==> config.mk <==
export PLATFORM = sky130hd
export DESIGN_NAME = rcl_ctrl
export DESIGN_NICKNAME = d
export VERILOG_FILES = /design/src/design/rcl_pkg.sv /design/src/design/rcl_ctrl.sv
export SDC_FILE = /design/constraint.sdc
export NUM_CORES = 1
export LEC_CHECK = 0
export ABC_CLOCK_PERIOD_IN_PS = 1900
export BUFFER_PORTS_ARGS = -buffer_cell sky130_fd_sc_hd__buf_2
export CAP_MARGIN = 10
export CORE_UTILIZATION = 50
export CTS_CLUSTER_SIZE = 30
export DETAILED_ROUTE_END_ITERATION = 10
export PLACE_DENSITY = 0.76
export SYNTH_ARGS = -nofsm -noshare
export SYNTH_HDL_FRONTEND = slang
export SYNTH_SLANG_ARGS = --single-unit
==> constraint.sdc <==
create_clock -name clk -period 1.9 [get_ports clk]
set_input_delay 0.19 -clock clk [delete_from_list [all_inputs] [get_ports clk]]
set_output_delay 0.19 -clock clk [all_outputs]
set_load 0.01 [all_outputs]
==> src/design/rcl_pkg.sv <==
// rcl_pkg: shared widths, constants and the command/status types of the
// rms current limiter. No dependencies; used by every design file.

package rcl_pkg;

  // window length; a power of two turns the mean into a shift
  localparam int WINDOW_LEN = 1024;
  localparam int WIN_AW     = $clog2(WINDOW_LEN);
  localparam int WFILL_W    = $clog2(WINDOW_LEN + 1);
  localparam bit WIN_POW2   = (WINDOW_LEN & (WINDOW_LEN - 1)) == 0;

  localparam int SAMPLE_W = 16;
  localparam int GSUM_W   = 25;
  localparam int FILL_W   = 9;
  localparam int CC_W     = 15;
  localparam int CNT_W    = 9;
  localparam int CFG_W    = 15;
  localparam int RMS_W    = 16;
  localparam int LIM_W    = 20;

  // group magnitude is at most 511 * 32768 < 2**24
  localparam int MAG_W    = 24;
  localparam int SQ_W     = 2 * MAG_W;
  localparam int SUM_W    = SQ_W + WIN_AW;
  localparam int ROOT_W   = (SUM_W + 1) / 2;
  localparam int OPR_W    = 2 * ROOT_W;
  localparam int CCSQ_W   = 2 * CC_W;
  localparam int BPROD_W  = CCSQ_W + WFILL_W;
  localparam int DIVR_W   = (CNT_W > WFILL_W) ? CNT_W : WFILL_W;
  localparam int STEP_W   = $clog2(SUM_W + 1);

  localparam logic [WFILL_W-1:0] WIN_LEN_C  = WFILL_W'(WINDOW_LEN);
  localparam logic [WIN_AW-1:0]  WIN_LAST_C = WIN_AW'(WINDOW_LEN - 1);
  localparam logic [LIM_W-1:0]   LIM_MAX    = {LIM_W{1'b1}};

  localparam logic [STEP_W-1:0] AVG_STEPS_M1  = STEP_W'(MAG_W - 1);
  localparam logic [STEP_W-1:0] WIN_STEPS_M1  = STEP_W'(SUM_W - 1);
  localparam logic [STEP_W-1:0] ROOT_STEPS_M1 = STEP_W'(ROOT_W - 1);

  // configuration register indexes
  localparam logic CFG_CONT_CURRENT = 1'b0;
  localparam logic CFG_SUBSAMPLE    = 1'b1;

  // input kinds
  localparam logic KIND_SAMPLE = 1'b0;
  localparam logic KIND_CLEAR  = 1'b1;

  typedef struct packed {
    logic accum;
    logic clear;
    logic avg_load;
    logic div_step;
    logic square;
    logic update;
    logic budget_sq;
    logic budget_mul;
    logic win_load;
    logic root_load;
    logic root_step;
    logic finish;
    logic post;
    logic post_updated;
  } dp_cmd_t;

  typedef struct packed {
    logic group_done;
    logic out_free;
  } dp_status_t;

endpackage

==> src/design/rcl_ctrl.sv <==
// rcl_ctrl: sequencer for one item at a time through the datapath.
// Needs rcl_pkg for the command and status types and the step counts.

module rcl_ctrl (
  input  logic                clk,
  input  logic                rst,
  input  logic                s_tvalid,
  input  logic                kind,
  output logic                s_tready,
  input  rcl_pkg::dp_status_t status,
  output rcl_pkg::dp_cmd_t    cmd
);

  typedef enum logic [3:0] {
    IDLE, CHECK, DIV_AVG, SQUARE, UPDATE, BUDGET_SQ, BUDGET_MUL,
    DIV_WIN, ROOT_LOAD, ROOT, FINISH, POST
  } state_t;

  state_t                     state;
  logic [rcl_pkg::STEP_W-1:0] steps;
  logic                       updated;

  assign s_tready = state == IDLE;

  always_comb begin
    cmd = '0;
    cmd.post_updated = updated;
    case (state)
      IDLE: begin
        cmd.accum = s_tvalid && (kind == rcl_pkg::KIND_SAMPLE);
        cmd.clear = s_tvalid && (kind == rcl_pkg::KIND_CLEAR);
      end
      CHECK:      cmd.avg_load   = status.group_done;
      DIV_AVG:    cmd.div_step   = 1'b1;
      SQUARE:     cmd.square     = 1'b1;
      UPDATE:     cmd.update     = 1'b1;
      BUDGET_SQ:  cmd.budget_sq  = 1'b1;
      BUDGET_MUL: begin
        cmd.budget_mul = 1'b1;
        cmd.win_load   = !rcl_pkg::WIN_POW2;
      end
      DIV_WIN:    cmd.div_step   = 1'b1;
      ROOT_LOAD:  cmd.root_load  = 1'b1;
      ROOT:       cmd.root_step  = 1'b1;
      FINISH:     cmd.finish     = 1'b1;
      POST:       cmd.post       = status.out_free;
      default: ;
    endcase
  end

  always_ff @(posedge clk) begin
    if (rst) begin
      state   <= IDLE;
      steps   <= '0;
      updated <= 1'b0;
    end else begin
      case (state)
        IDLE: begin
          if (s_tvalid) begin
            if (kind == rcl_pkg::KIND_CLEAR) begin
              updated <= 1'b1;
              state   <= BUDGET_SQ;
            end else begin
              state <= CHECK;
            end
          end
        end
        CHECK: begin
          if (status.group_done) begin
            updated <= 1'b1;
            steps   <= rcl_pkg::AVG_STEPS_M1;
            state   <= DIV_AVG;
          end else begin
            updated <= 1'b0;
            state   <= POST;
          end
        end
        DIV_AVG: begin
          steps <= steps - rcl_pkg::STEP_W'(1);
          if (steps == '0) begin
            state <= SQUARE;
          end
        end
        SQUARE:    state <= UPDATE;
        UPDATE:    state <= BUDGET_SQ;
        BUDGET_SQ: state <= BUDGET_MUL;
        BUDGET_MUL: begin
          if (rcl_pkg::WIN_POW2) begin
            state <= ROOT_LOAD;
          end else begin
            steps <= rcl_pkg::WIN_STEPS_M1;
            state <= DIV_WIN;
          end
        end
        DIV_WIN: begin
          steps <= steps - rcl_pkg::STEP_W'(1);
          if (steps == '0) begin
            state <= ROOT_LOAD;
          end
        end
        ROOT_LOAD: begin
          steps <= rcl_pkg::ROOT_STEPS_M1;
          state <= ROOT;
        end
        ROOT: begin
          steps <= steps - rcl_pkg::STEP_W'(1);
          if (steps == '0) begin
            state <= FINISH;
          end
        end
        FINISH: state <= POST;
        POST: begin
          if (status.out_free) begin
            state <= IDLE;
          end
        end
        default: state <= IDLE;
      endcase
    end
  end

  a_accept_only_idle : assert property (@(posedge clk) disable iff (rst)
    (cmd.accum || cmd.clear) |-> (state == IDLE) && s_tvalid)
    else $error("item taken outside idle");

  a_check_follows_sample : assert property (@(posedge clk) disable iff (rst)
    cmd.accum |=> state == CHECK)
    else $error("sample not followed by group check");

  a_root_ends : assert property (@(posedge clk) disable iff (rst)
    (state == ROOT) && (steps == '0) |=> state == FINISH)
    else $error("root iteration did not finish");

endmodule

# ---- After elaboration in Yosys (flattened, before gate mapping)
# Index checks and enable logic that the tools add are counted.
dict set report word_totals {
  regBits 11
  input_bits 6
  wordCells 59
}
dict set report classes {
  eq_ne 18
  bitwise_logic 1
  n_reduce_logical 11
  muxes 25
  n_addsub 1
}
# op n
set op_table {}
lappend op_table {{4-bit one-hot mux with 12 select lines} 1}
lappend op_table {{4-bit 2-to-1 mux} 6}
lappend op_table {{6-bit one-hot mux with 3 select lines} 1}
lappend op_table {{4-bit by 3-bit == test with 1-bit output (second input constant)} 4}
lappend op_table {{4-bit == test (second input constant)} 4}
lappend op_table {{2-bit inequality test (second input constant)} 7}
lappend op_table {{1-bit 2-to-1 mux} 12}
lappend op_table {{4-bit by 2-bit == test with 1-bit output (second input constant)} 2}
lappend op_table {{6-bit zero test} 1}
lappend op_table {{6-bit 2-to-1 mux} 1}
lappend op_table {{6-bit by 1-bit subtractor with 6-bit output (second input constant)} 1}
lappend op_table {{5-bit AND reduction} 1}
lappend op_table {{4-bit by 1-bit == test with 1-bit output (second input constant)} 1}
lappend op_table {{4-bit zero test} 1}
lappend op_table {{2-bit 2-to-1 mux} 2}
lappend op_table {{3-bit 2-to-1 mux} 1}
lappend op_table {{3-bit AND reduction} 1}
lappend op_table {{3-bit nonzero test} 1}
lappend op_table {{3-bit OR reduction} 1}
lappend op_table {{1-bit logical AND} 2}
lappend op_table {{1-bit one-hot mux with 2 select lines} 1}
lappend op_table {{2-bit AND reduction} 1}
lappend op_table {{2-bit nonzero test} 1}
lappend op_table {{2-bit OR reduction} 1}
lappend op_table {{1-bit inverter} 1}

# ---- Logic depth before layout (Yosys ltp)
# Gate-level depths: netlist (run 1).
dict set report logic_depth {
  depth_word 4
  depth_mapped 6
  depth_no_buf 5
}

# ---- Worst setup path after synthesis (run 1)
# OpenSTA, ideal clock, no wires.
dict set report synth_timing {
  path_kind {reg2reg}
  from {register state[1]}
  to {register state[0]}
  setup_time_ps 69
  path_stages_with_launch 6
  arrival_ps 1436
  synth_period_minus_slack_ps 1505
  n_path_buf 1
  slack_ps 395
  path_cell_list {dfxtp_1 > buf_6 > nor4bb_4 > o21ba_4 > o32a_1 > a21oi_2}
}
dict set report synth_via {
  elab_chain_cells 3
}
# element line_no
set synth_rtl {}
lappend synth_rtl {{start: declaration} rcl_ctrl.sv:19} ;# state_t state;
lappend synth_rtl {{start signal: assignment} rcl_ctrl.sv:53} ;# state <= IDLE;
lappend synth_rtl {{start signal: assignment} rcl_ctrl.sv:62} ;# state <= BUDGET_SQ;
lappend synth_rtl {{start signal: assignment} rcl_ctrl.sv:64} ;# state <= CHECK;
lappend synth_rtl {{4-bit by 2-bit == test with 1-bit output, or another cell as far along} rcl_ctrl.sv:57} ;# case (state)
lappend synth_rtl {{2-bit inequality test (no line)} -}
lappend synth_rtl {{5-bit AND reduction (no line)} -}
# Several ways; a longest one is shown, not always the timed one.
# A chain may end at the register's enable or synchronous reset.

==> results of run 1 <==
## power by group
| group | internal [W] | switching, W | total, W |
|---|---|---|---|
| combinational | 0.000529 | 0.000715 | 0.00124 |
| clock | 0.0000813 | 0.0000796 | 0.000161 |
| sequential | 0.000330 | 0.000115 | 0.000446 |
## worst max-delay path: cells and delay by family, from the launching register on
kind	cells	cell delay [ps]
AND/OR/NAND/NOR	2	530
flip-flops	1	390
buffers and inverters	2	380
## worst paths after layout
kind	endpoint	slack [ps]	cells past startpoint
hold / removal	state[0]	260	2
setup reg to reg	state[3]	240	5
hold reg to reg	steps[5]	530	1
setup / recovery	cmd[12]	130	4
## cells in the final DEF, fill, tap and decap left out, types with 2 or more instances in the layout
cell type   n
a2111oi_2   2
a211oi_1    2
a21oi_1     5
a221o_1     2
a31oi_1     2
a41oi_1     2
and3_1      2
buf_2      19
buf_4       4
clkbuf_4    3
dfxtp_1    10
ha_1        2
inv_1       5
nand2_1     5
nand2b_1    8
nand3_1     2
nor2_1     11
nor2b_1     2
nor3_1      8
o21a_1      3
o21ai_0     3
or4_1       2
## logic make-up (layout without fill, tap and decap cells)
kind of cell / Yosys count / count (layout) / share of synthesized area [%]
buffers and inverters: 17 / 32 / 10.5
xor gates and xnor gates: 1 / 1 / 1.73
adders and majority gates: 2 / 2 / 2.66
AOI/OAI and AO/OA: 35 / 35 / 31.6
DFF: 11 / 11 / 23.4
and+or+nand+nor: 46 / 46 / 28.6
other: 1 / 1 / 0.399
muxes: 1 / 1 / 1.06
## area by class of cell
cell class	count	area [µm²]
Fill cell	177	692
Multi-Input combinational cell	86	631
Sequential cell	11	221
Timing Repair Buffer	23	125
Tap cell	25	31.3
Clock buffer	4	26.3
Inverter	5	18.8
## flip-flops by register name (all words and copies together) (netlist names)
name / flops
state: 4
steps: 6
updated: 1
## through the flow
stage               worst slack (ps)  cell area (µm²)  utilization [%]  hold WS (ps)
floorplan                        395              941                -           364
global placement                 299             1020             58.3           497
detailed placement               278             1020             58.3           515
CTS                              102             1040             59.8           264
global route                    54.7             1050             60.4           279
finish                           131             1050             60.4           258
## layer usage
layer / share of wire (%) / up-vias
met2: 49 / 11
li1: - / 449
met5: 0 / -
met4: 0.91 / 0
met3: 2.9 / 5
met1: 47 / 437
## repair_timing
| action | CTS | global route |
|---|---|---|
| setup endpoints to repair | 0 | 2 |
| hold buffers | 0 | 0 |
| gates resized for setup | 0 | 2 |
==> flow_summary.toml, run 1 <==
[floorplan]
dieArea_mm2 = 0.00206
start_util_pct = 53.9
die_y_um = 45.4
num_rows = 15
core_area_mm2 = 0.00175
die_width_um = 45.4
ios = 21

[worst_setup_path]
crit_type = "reg -> out"
cp_cell_sequence = "buf_4 -> nor4_4 -> and3_1 -> buf_2"
crit_start = "state[2]"
critical_path_required_ps = 1710
slowest_delay_ps = 390
end_kind = "output pin"
r2r_start = "state[1]"
cp.arrival_ps = 1580
critical_path.max_fanout = 16
start_kind = "flip-flop"
crit_slowest_cell = "dfxtp_1"

[timing]
setup_violations = 0
finalSetupTns_ps = 0
relSlewSlack_pct = 64.0
fin_worst_skew_ps = 12.2
slew_viol_final = 0
rsz0062_at_grt = "no"
hold_viol_final = 0
tightest_slew_ps = 540
period_minus_slack_ps = 1770
fmax_ghz = 0.565
fin_crit_sh_pct = 93.1

[drt]
viasPerCell = 5.86
first_pass_iters = 4
routed_wl_mm = 1.98
drc = 0
post_drt_wl_per_cell_um = 12.8
drt_iter0_drc = 15
dr_total_vias = 902
antenna_left = 0

[cts]
cts.sinks = 11
h-tree-depth = 1
clk_pin_slew_ps = 80
clock_tree.root_cell = "clkbuf_4"
clkLatencyLatePin_ps = 270
cts_buffers = 3
postCtsSetupRepairBufs = 0
cts.path.max_buffers = 2
tritoncts = "built"

[cells_and_area]
fin_nets = 138
synthToLayoutAreaGrowth_pct = 12.0
finalNonFillerCells = 154
layout-drive-gt1-share_pct = 30.2
diodes = 0

[synthesis]
yosysTopAreaCellShare_pct = 23.4
synth_seq_cells = 11
synth_nets = 122
synthTopCellsByArea = "dfxtp_1, nand2b_1, nor2_1"
syn_area_um2 = 941
synth_edf_count = 0
synth_warnings = 0
syn_avg_cell_area_um2 = 8.25
ys_seq_area_share_pct = 23.4
synth_flop_cell = "dfxtp_1"
synth_cell_types = 47
synth_top_cell_by_area = "dfxtp_1"
async_flop_share_pct = 0
synth_common_cells = "dfxtp_1, nor2_1, nand2b_1, nor3_1"
syn_inst = 114

[power]
power_w = 0.00185
powerDensity_mw_per_mm2 = 1760
total_leakage_power_nw = 0.424
ir_drop_mv = 1.06

[global_route]
use_met3_pct = 7.14
gr-usage-all-layers_pct = 21.5
grt_max_degree = 18
grt_pass1_vias = 740
grt_pass1_wl_mm = 3.19
grt-busiest-layer = "met2"
antenna_found_initial = 0
grt_overflow_total = 0
grt_use_met1_pct = 27.2
gr-usage-met2_pct = 35.1

[worst_hold_path]
min_path_type = "in -> reg"
hp-start = "rst"

[flow_run]
maxCapViolations = 0

[placement]
dp.cells = 150
place_congestion = 0.796
dp_hpwl_mm = 1.48
numPortBuffers = 19

[outcome]
status = "finished, final reports clean"
Note: power is estimated with default switching activity, not from simulation.
==> run 2, diff against run 1 <==
--- a/config.mk
+++ b/config.mk
@@ -8,10 +8,12 @@
 export ABC_CLOCK_PERIOD_IN_PS = 1900
 export BUFFER_PORTS_ARGS = -buffer_cell sky130_fd_sc_hd__buf_2
 export CAP_MARGIN = 10
-export CORE_UTILIZATION = 50
+export CELL_PAD_IN_SITES_DETAIL_PLACEMENT = 0
+export CELL_PAD_IN_SITES_GLOBAL_PLACEMENT = 1
+export CORE_UTILIZATION = 39
 export CTS_CLUSTER_SIZE = 30
 export DETAILED_ROUTE_END_ITERATION = 10
-export PLACE_DENSITY = 0.76
+export PLACE_DENSITY = 0.79
 export SYNTH_ARGS = -nofsm -noshare
 export SYNTH_HDL_FRONTEND = slang
 export SYNTH_SLANG_ARGS = --single-unit
==> run 2 against run 1 <==
Non-clock buffer count rose by 1. Worst hold slack improved by 18 ps. First-iteration DRC count increased by 80%. Global-route usage fell by 4.4 points. Via count fell by 0.44%. Die area grew 27%. Utilization decreased by 13 points. Clock-buffer cell count did not move. Largest cell class unchanged. Cell count is 2.6% higher. Critical path depth unchanged. Clock power about the same. Combinational power barely moved.
==> flow_summary.toml, run 2 (synthesis results as in run 1) <==
[floorplan]
ios = 21
dieArea_mm2 = 0.00261
die_width_um = 51.1
die_y_um = 51.1
core_area_mm2 = 0.00223
num_rows = 17
start_util_pct = 42.1

[worst_setup_path]
start_kind = "flip-flop"
critPathTopFamily = "simple AND/OR/NAND/NOR gates"
critical_path_required_ps = 1710
crit_type = "reg -> out"
crit_start = "state[2]"
cp_num_buf_inv = 2
r2r_start = "state[3]"
cp.arrival_ps = 1570
end_kind = "output pin"
critical_path.max_fanout = 17
cp_cell_sequence = "buf_4 -> nor4_2 -> and3_1 -> buf_2"
crit_slowest_cell = "dfxtp_1"
slowest_delay_ps = 370

[timing]
hold_viol_final = 0
finalSetupTns_ps = 0
setup_violations = 0
period_minus_slack_ps = 1760
fin_crit_sh_pct = 92.8
rsz0062_at_grt = "no"
fmax_ghz = 0.567
fin_worst_skew_ps = 2.36
relSlewSlack_pct = 65.2
slew_viol_final = 0
tightest_slew_ps = 521

[outcome]
status = "finished, final reports clean"

[worst_hold_path]
min_path_type = "in -> reg"
hp-start = "status[1]"

[cells_and_area]
seqCellArea_um2 = 221
multi_input_area_um2 = 622
largest_register_ffs = 6
fillCellCount = 246
diodes = 0
final_common_cell = "buf_2"
largest-register = "steps"
largestRegisters = "steps (6), state (4), updated (1)"
fin_nets = 139
final_cell_mix = "buf_2, nor2_1, dfxtp_1, nand2b_1, nor3_1"
layout-drive-gt1-share_pct = 30.8
final_cell_area_mm2 = 0.00106
synthToLayoutAreaGrowth_pct = 12.2

[global_route]
grt_max_degree = 18
grt_pass1_wl_mm = 3.39
gr-usage-all-layers_pct = 17.1
grt_pass1_vias = 759
grt_overflow_total = 0
antenna_found_initial = 0

[cts]
cts.sinks = 11
ctsHoldBuffers = 0
clk_pin_slew_ps = 70
clkLatencyLatePin_ps = 270
tritoncts = "built"
cts_buffers = 3
post_cts_resized = 0
postCtsSetupRepairBufs = 0
h-tree-depth = 1
cts.path.max_buffers = 2
clock_tree.root_cell = "clkbuf_4"

[power]
ir_drop_mv = 0.755
powerDensity_mw_per_mm2 = 1750
total_leakage_power_nw = 0.427

[drt]
drt_iter0_drc = 27
viasPerCell = 5.68
dr_total_vias = 898
antenna_left = 0
drc = 0
first_pass_iters = 4
routed_wl_mm = 2.04
post_drt_wl_per_cell_um = 12.9

[flow_run]
maxCapViolations = 0

[placement]
place_congestion = 0.792
place_area_mm2 = 0.00103
numPortBuffers = 19
dp_hpwl_mm = 1.54
## run 2: changes by cell type in the layout (fill, tap and decap cells not counted)
| cell | previous run | this run |
|---|---|---|
| nor4_4 | 1 | 0 |
| nor4_2 | 0 | 1 |
| buf_4 | 4 | 5 |
## run 2: worst paths after layout
path                                  to  slack [ps]  cells past startpoint
worst max-delay path             cmd[12]         140                      4
worst min-delay path             updated         280                      3
worst max register to register  state[1]         200                      4
worst min register to register  steps[5]         520                      1
## run 2: tightest hold or removal path: cells and delay by family
kind,cells,cell delay [ps]
buffers and inverters,1,130
and+or+nand+nor,2,170
## run 2: metal layers
metal  up-vias  GRT usage (%)  routed length, µm
li1        448              -                  -
met4         0           4.63                 15
met5         -              0                  0
met3         2           5.06                123
met2        27           26.8                970
met1       421           22.8                929
## run 2: power by group
| part | total [W] | internal [W] | switching (W) |
|---|---|---|---|
| Sequential | 0.000456 | 0.000330 | 0.000126 |
| Combinational | 0.00123 | 0.000535 | 0.000699 |
| Clock | 0.000158 | 0.0000813 | 0.0000769 |
## run 2: area by class of cell
type | count | share of cell area (%)
Inverter | 5 | 1.78
Multi-Input combinational cell | 86 | 58.9
Timing Repair Buffer | 24 | 12.6
Sequential cell | 11 | 21.0
Tap cell | 28 | 3.32
Clock buffer | 4 | 2.49
## run 2: stage by stage
step                worst slack (ps)  util, %  hold WS (ps)  instances  power, W
global placement                 233     46.1           498        154   0.00168
CTS                              106     47.2           282        158   0.00186
finish                           138     47.3           277        158   0.00185
global route                    45.8     47.3           297        158   0.00202
detailed placement               167     46.1           509        154   0.00169
floorplan                        395        -           364        114   0.00146
